===== src/rtl/core/stereo_peak_rms_meter_unit_macros.svh =====
// ----------------------------------------------------------------------------
// Assertion macros for the stereo peak/RMS meter
// Clocked on clk_i, disabled while rst_ni is low.
// ----------------------------------------------------------------------------
`ifndef STEREO_PEAK_RMS_METER_UNIT_MACROS_SVH
`define STEREO_PEAK_RMS_METER_UNIT_MACROS_SVH

// Consequent must hold in the same cycle as the antecedent.
`define SPMR_ASSERT_NOW(label, ante, cons, msg) \
  label: assert property (@(posedge clk_i) disable iff (!rst_ni) (ante) |-> (cons)) \
    else $error(msg);

// Consequent must hold in the cycle after the antecedent.
`define SPMR_ASSERT_NEXT(label, ante, cons, msg) \
  label: assert property (@(posedge clk_i) disable iff (!rst_ni) (ante) |=> (cons)) \
    else $error(msg);

`endif


===== src/rtl/core/spmr_pkg.sv =====
// ----------------------------------------------------------------------------
// spmr_pkg
// Types, codes and constants shared by the stereo peak/RMS meter.
// ----------------------------------------------------------------------------
package spmr_pkg;

  localparam int SAMPLE_W = 16;
  localparam int LEVEL_W  = 16;
  localparam int PROD_W   = 32;
  localparam int MEAN_W   = 31;
  localparam int RAD_W    = 32;
  localparam int CFG_W    = 16;

  localparam logic [RAD_W-1:0]   ROOT_INIT_BIT = 32'h4000_0000;
  localparam logic [3:0]         SQRT_LAST     = 4'd15;
  localparam logic [LEVEL_W-1:0] LEVEL_MAX     = 16'h8000;

  // configuration register indexes
  localparam logic CFG_CHANNELS = 1'b0;
  localparam logic CFG_DECAY    = 1'b1;

  // channels_in_use codes
  localparam logic [1:0] CH_NONE = 2'd0;
  localparam logic [1:0] CH_MONO = 2'd1;

  localparam logic [1:0]       CH_RESET    = 2'd2;
  localparam logic [CFG_W-1:0] DECAY_RESET = 16'd65529;

  typedef enum logic [2:0] {
    ST_CLEAR,
    ST_IDLE,
    ST_MUL,
    ST_ACC,
    ST_START,
    ST_ROOT,
    ST_OUT
  } meter_state_e;

  typedef enum logic [2:0] {
    MS_LPEAK,
    MS_RPEAK,
    MS_LOLD,
    MS_ROLD,
    MS_LNEW,
    MS_RNEW
  } mul_step_e;

  typedef enum logic [1:0] {
    RMS_IDLE,
    RMS_SQRT
  } rms_state_e;

  typedef struct packed {
    logic                       command;
    logic signed [SAMPLE_W-1:0] left_sample;
    logic signed [SAMPLE_W-1:0] right_sample;
  } spmr_in_t;

  typedef struct packed {
    logic [LEVEL_W-1:0] peak_left;
    logic [LEVEL_W-1:0] peak_right;
    logic [LEVEL_W-1:0] rms_left;
    logic [LEVEL_W-1:0] rms_right;
  } spmr_out_t;

  // magnitude of a Q1.15 sample; -32768 maps to 32768
  function automatic logic [SAMPLE_W-1:0] spmr_mag(logic [SAMPLE_W-1:0] x);
    logic [SAMPLE_W-1:0] neg;
    neg = ~x + 16'd1;
    return x[SAMPLE_W-1] ? neg : x;
  endfunction

endpackage


===== src/rtl/core/spmr_rms.sv =====
// ----------------------------------------------------------------------------
// spmr_rms
// One channel's RMS level: bitwise square root of the window mean, with the
// window length folded into the root steps.
// ----------------------------------------------------------------------------
`include "stereo_peak_rms_meter_unit_macros.svh"

module spmr_rms #(
  parameter int WINDOW_LENGTH = 1024
) (
  input  logic                                         clk_i,
  input  logic                                         rst_ni,
  input  logic                                         start_i,
  input  logic [$clog2(WINDOW_LENGTH)+spmr_pkg::MEAN_W-1:0] sum_i,
  output logic                                         done_o,
  output logic [spmr_pkg::LEVEL_W-1:0]                 level_o
);

  import spmr_pkg::*;

  localparam int POS_W = $clog2(WINDOW_LENGTH);
  localparam int SUM_W = POS_W + MEAN_W;
  // first trial bit of the root, scaled by the window length
  localparam logic [SUM_W-1:0] WBIT_INIT = SUM_W'(WINDOW_LENGTH) << (MEAN_W - 1);

  rms_state_e          state_q, state_d;
  logic [SUM_W-1:0]    rad_q, rad_d;
  logic [SUM_W-1:0]    wroot_q, wroot_d;
  logic [SUM_W-1:0]    wbit_q, wbit_d;
  logic [RAD_W-1:0]    root_q, root_d;
  logic [RAD_W-1:0]    bit_q, bit_d;
  logic [3:0]          scnt_q, scnt_d;
  logic [LEVEL_W-1:0]  level_q, level_d;
  logic                done_q, done_d;
  logic [SUM_W-1:0]    trial;
  logic                sqrt_ge;

  always_ff @(posedge clk_i or negedge rst_ni) begin
    if (!rst_ni) begin
      state_q <= RMS_IDLE;
      level_q <= '0;
      done_q  <= 1'b0;
    end else begin
      state_q <= state_d;
      level_q <= level_d;
      done_q  <= done_d;
    end
  end

  always_ff @(posedge clk_i) begin
    rad_q   <= rad_d;
    wroot_q <= wroot_d;
    wbit_q  <= wbit_d;
    root_q  <= root_d;
    bit_q   <= bit_d;
    scnt_q  <= scnt_d;
  end

  // compare the raw sum against window length times the trial root
  assign trial   = wroot_q + wbit_q;
  assign sqrt_ge = rad_q >= trial;

  always_comb begin
    state_d = state_q;
    rad_d   = rad_q;
    wroot_d = wroot_q;
    wbit_d  = wbit_q;
    root_d  = root_q;
    bit_d   = bit_q;
    scnt_d  = scnt_q;
    level_d = level_q;
    done_d  = 1'b0;
    case (state_q)
      RMS_IDLE: begin
        if (start_i) begin
          rad_d   = sum_i;
          wroot_d = '0;
          wbit_d  = WBIT_INIT;
          root_d  = '0;
          bit_d   = ROOT_INIT_BIT;
          scnt_d  = SQRT_LAST;
          state_d = RMS_SQRT;
        end
      end
      RMS_SQRT: begin
        // root stays even before each halving, so the scaled copy halves exactly
        rad_d   = sqrt_ge ? rad_q - trial : rad_q;
        wroot_d = sqrt_ge ? (wroot_q >> 1) + wbit_q : wroot_q >> 1;
        wbit_d  = wbit_q >> 2;
        root_d  = sqrt_ge ? (root_q >> 1) + bit_q : root_q >> 1;
        bit_d   = bit_q >> 2;
        scnt_d  = scnt_q - 4'd1;
        if (scnt_q == '0) begin
          level_d = root_d[LEVEL_W-1:0];
          done_d  = 1'b1;
          state_d = RMS_IDLE;
        end
      end
      default: begin
        state_d = RMS_IDLE;
      end
    endcase
  end

  assign done_o  = done_q;
  assign level_o = level_q;

  `SPMR_ASSERT_NOW(a_start_when_idle, start_i, state_q == RMS_IDLE, "rms start while busy")
  `SPMR_ASSERT_NOW(a_level_range, 1'b1, level_q <= LEVEL_MAX, "rms level above full scale")
  `SPMR_ASSERT_NOW(a_done_idle, done_o, state_q == RMS_IDLE, "rms done while still busy")

endmodule

===== config.mk =====
export PLATFORM = sky130hd
export DESIGN_NAME = spmr_rms
export DESIGN_NICKNAME = d
export VERILOG_FILES = /design/src/rtl/core/spmr_pkg.sv /design/src/rtl/core/spmr_rms.sv
export VERILOG_INCLUDE_DIRS = /design/src /design/src/rtl/core
export SDC_FILE = /design/constraint.sdc
export NUM_CORES = 1
export LEC_CHECK = 0
export BUFFER_PORTS_ARGS = -buffer_cell sky130_fd_sc_hd__buf_2
export CORE_UTILIZATION = 35
export DETAILED_ROUTE_END_ITERATION = 7
export GPL_TIMING_DRIVEN = 1
export HOLD_SLACK_MARGIN = 0.03
export PLACE_DENSITY_LB_ADDON = 0.2
export SYNTH_ARGS = -nofsm -noshare
export SYNTH_HDL_FRONTEND = slang
export SYNTH_SLANG_ARGS = --single-unit

===== constraint.sdc =====
create_clock -name clk_i -period 7.7 [get_ports clk_i]
set_input_delay 0.77 -clock clk_i [delete_from_list [all_inputs] [get_ports clk_i]]
set_output_delay 0.77 -clock clk_i [all_outputs]
set_load 0.05 [all_outputs]

==> impl_metrics.tcl <==
set metrics [dict create \
    drive_gt1_frac 0.1155 \
    rrSetupSlack_ps 1430 \
    rr_startpoint "wroot_q[4]" \
    cts.sinks 156 \
    synth_nets 1521 \
    startpoint "wroot_q[4]" \
    synth_fa_ha_area_frac 0.1003 \
    ctsHoldBuffers 0 \
    ctsHtreeMaxLevel 4 \
    postCtsResizedCells 0 \
    cts_tree "yes" \
    drc 0 \
    nets 1544 \
    num_vias 10592 \
    hold_viol 0 \
    yosysMostFrequentCell "nand2_1" \
    outcome "finished clean" \
    wirelength_microns 33440 \
    syn2layout_area_growth_pct 9.642 \
    ys_top_cells_by_count "nand2_1 (144), edfxtp_1 (138), a21oi_1 (105), ha_1 (101), nor2_1 (98)" \
    synth-compound-area-share 0.2316 \
    num_rows 69 \
    crit_arrival_ps 6410 \
    synthMuxAreaShare 0.03863 \
    end_kind "flip-flop" \
    grt_max_degree 74 \
    post_drt_via_cell_ratio 5.658 \
    postCtsSetupRepairBufs 0 \
    synth_area_leaders "edfxtp_1 (32%), ha_1 (9.9%), nand2_1 (4.2%)" \
    chipHeight_microns 193.2 \
    grt_overflow 0 \
    grt_pass1_wl_microns 53640 \
    diodes 0 \
    start_util 0.3580 \
    synth_edf_count 138 \
    seq_area_frac_synth 0.3591 \
    path_clk_slew_ps 70 \
    skew_ps 15.58 \
    synth_top_family_by_area "compound AO/OA/AOI/OAI gates" \
    netlist_area_sq_um 12790 \
    cts_root_buf "clkbuf_16" \
    fmax_mhz 159.6 \
    cp.required_ps 7850 \
    fillCellCount 3598 \
    worst_slew_pin_slew_ps 1073 \
    clk_latency_ps 460 \
    cp_cell_sequence "ha_1 -> a211oi_1 -> a2111oi_2 -> a41o_1 -> a41o_1 -> a21oi_4 -> o21ai_1 -> or4b_1 -> o2111a_1 -> ha_1 -> nand4_1 -> nor4_4 -> nand4b_2 -> o21ai_4 -> a31o_4 -> o21ai_2 -> a21oi_4 -> buf_4" \
    synth_cell_type_count 90 \
    core_sq_um 35740 \
    rsz0062_at_grt "no" \
    cp_slowest_stage_delay_ps 860 \
    post_drt_wl_per_cell_microns 17.86 \
    yosysWarnings 0 \
    ys.flop_type "edfxtp_1" \
    syn_area_per_cell_sq_um 9.305 \
    postRouteAntennaNets 0 \
    grt_pass1_vias 10046 \
    worstSetupStartpointType "flip-flop" \
    worst-setup-path-type "reg2reg" \
    synth_top_area_share 0.3239 \
    port_buffers 60 \
    gp_congestion 0.9107 \
    grt.total_usage 0.1830 \
    drt_first_iter_violations 904 \
    synthXorXnorAreaFrac 0.07461 \
    synth_area_leader_cell "edfxtp_1" \
    reg2reg_depth 18 \
    place_hpwl_microns 24000 \
    die_x_microns 193.2 \
    synth_simple_gate_area_share 0.1627 \
    worstHoldPathType "in2async" \
    setup_tns_ps 0 \
    synth-seq-cells 156 \
    dr.pass1.iters 8 \
    syn_inst 1375 \
    cts_buffers 17 \
    async_flop_share 0.1154 \
    crit_fanout 31 \
    grt_antenna_before_repair 0 \
    cp_slowest_cell "a21oi_4" \
    finalCriticalPeriod_ps 6267 \
    slew_headroom 0.2833 \
    maxCapViolCount 0 \
    io_pins 61 \
    fin_crit_sh 0.8139 \
    cts_buffer_depth 2 \
    rr_endpoint "rad_q[36]" \
    maxSlewViolCount 0 \
    die-area_sq_um 37320 \
    setup_viol 0 \
]
## layout make-up
cell class | count | area, sq um | share of cell area
clock inverter | 15 | 175.2 | 0.01249
inverter | 31 | 118.9 | 0.008473
tap | 461 | 576.8 | 0.04112
timing repair buffer | 66 | 345.3 | 0.02462
multi-input combinational | 1126 | 7789 | 0.5552
clock buffer | 17 | 425.4 | 0.03032
sequential | 156 | 4598 | 0.3278
## through the flow
stage / setup slack [ps] / area (sq um) / hold WS [ps] / utilization / cells
finish: 1433 / 14030 / 235.7 / 0.3925 / 1872
global route: 1028 / 14030 / 254.1 / 0.3925 / 1872
CTS: 1367 / 14030 / 232.1 / 0.3925 / 1872
detailed placement: 1384 / 13430 / 475.7 / 0.3757 / 1840
global placement: 1537 / 13430 / 472.1 / 0.3757 / 1840
floorplan: 823.9 / 12790 / 474.4 / - / 1375
## cells by family after synthesis
logic type | count (synthesis)
fa+ha+maj | 102
compound gates | 445
simple gates | 424
buf+inv | 93
mux | 46
flops | 156
xor+xnor | 109
## critical path, delay by kind of cell (launching register included)
| family | cells | cell delay (ps) |
|---|---|---|
| flip-flops | 1 | 500 |
| buffers and inverters | 1 | 350 |
| adder cells (fa/ha/maj) | 2 | 780 |
| AO/OA/AOI/OAI | 11 | 3170 |
| AND/OR/NAND/NOR | 4 | 1160 |
## cell usage in the layout, fill, tap and decap left out, types with 26 or more instances in the layout
| master | count |
|---|---|
| a211oi_1 | 27 |
| inv_1 | 29 |
| o21ai_0 | 58 |
| xor2_1 | 59 |
| nand3_1 | 27 |
| nand2_1 | 144 |
| o21ai_1 | 34 |
| mux2_2 | 27 |
| nand4_1 | 26 |
| a31oi_1 | 45 |
| xnor2_1 | 50 |
| edfxtp_1 | 138 |
| buf_2 | 60 |
| nor2_1 | 98 |
| a21oi_1 | 104 |
| ha_1 | 101 |
| a21o_1 | 37 |
## worst max path at each step
stage,end,slack [ps]
after detailed placement,rad_q[37],1380
after floorplan,rad_q[0],820
after global placement,rad_q[37],1540
final,rad_q[36],1430
after global routing,rad_q[36],1030
after CTS,rad_q[36],1370
## per-layer routing
layer  GRT usage  share of wire  routed length, microns  vias up
met5           0              0                       0        -
met4     0.04357          0.012                     418        0
met3     0.03023          0.042                    1404       28
met2      0.2794           0.43                   14300      259
met1      0.2676           0.52                   17320     5036
li1            -              -                       -     5269
## state kept, by name, indices dropped and copies added, names as in the netlist
register / flops
wroot_q: 41
rad_q: 41
wbit_q: 6
done_o: 1
scnt_q: 4
root_q: 31
state_q: 1
bit_q: 15
level_o: 16
Power is left out: the tool's default activity adds up to more than one toggle a clock period on the data nets, which glitch-free logic cannot reach.
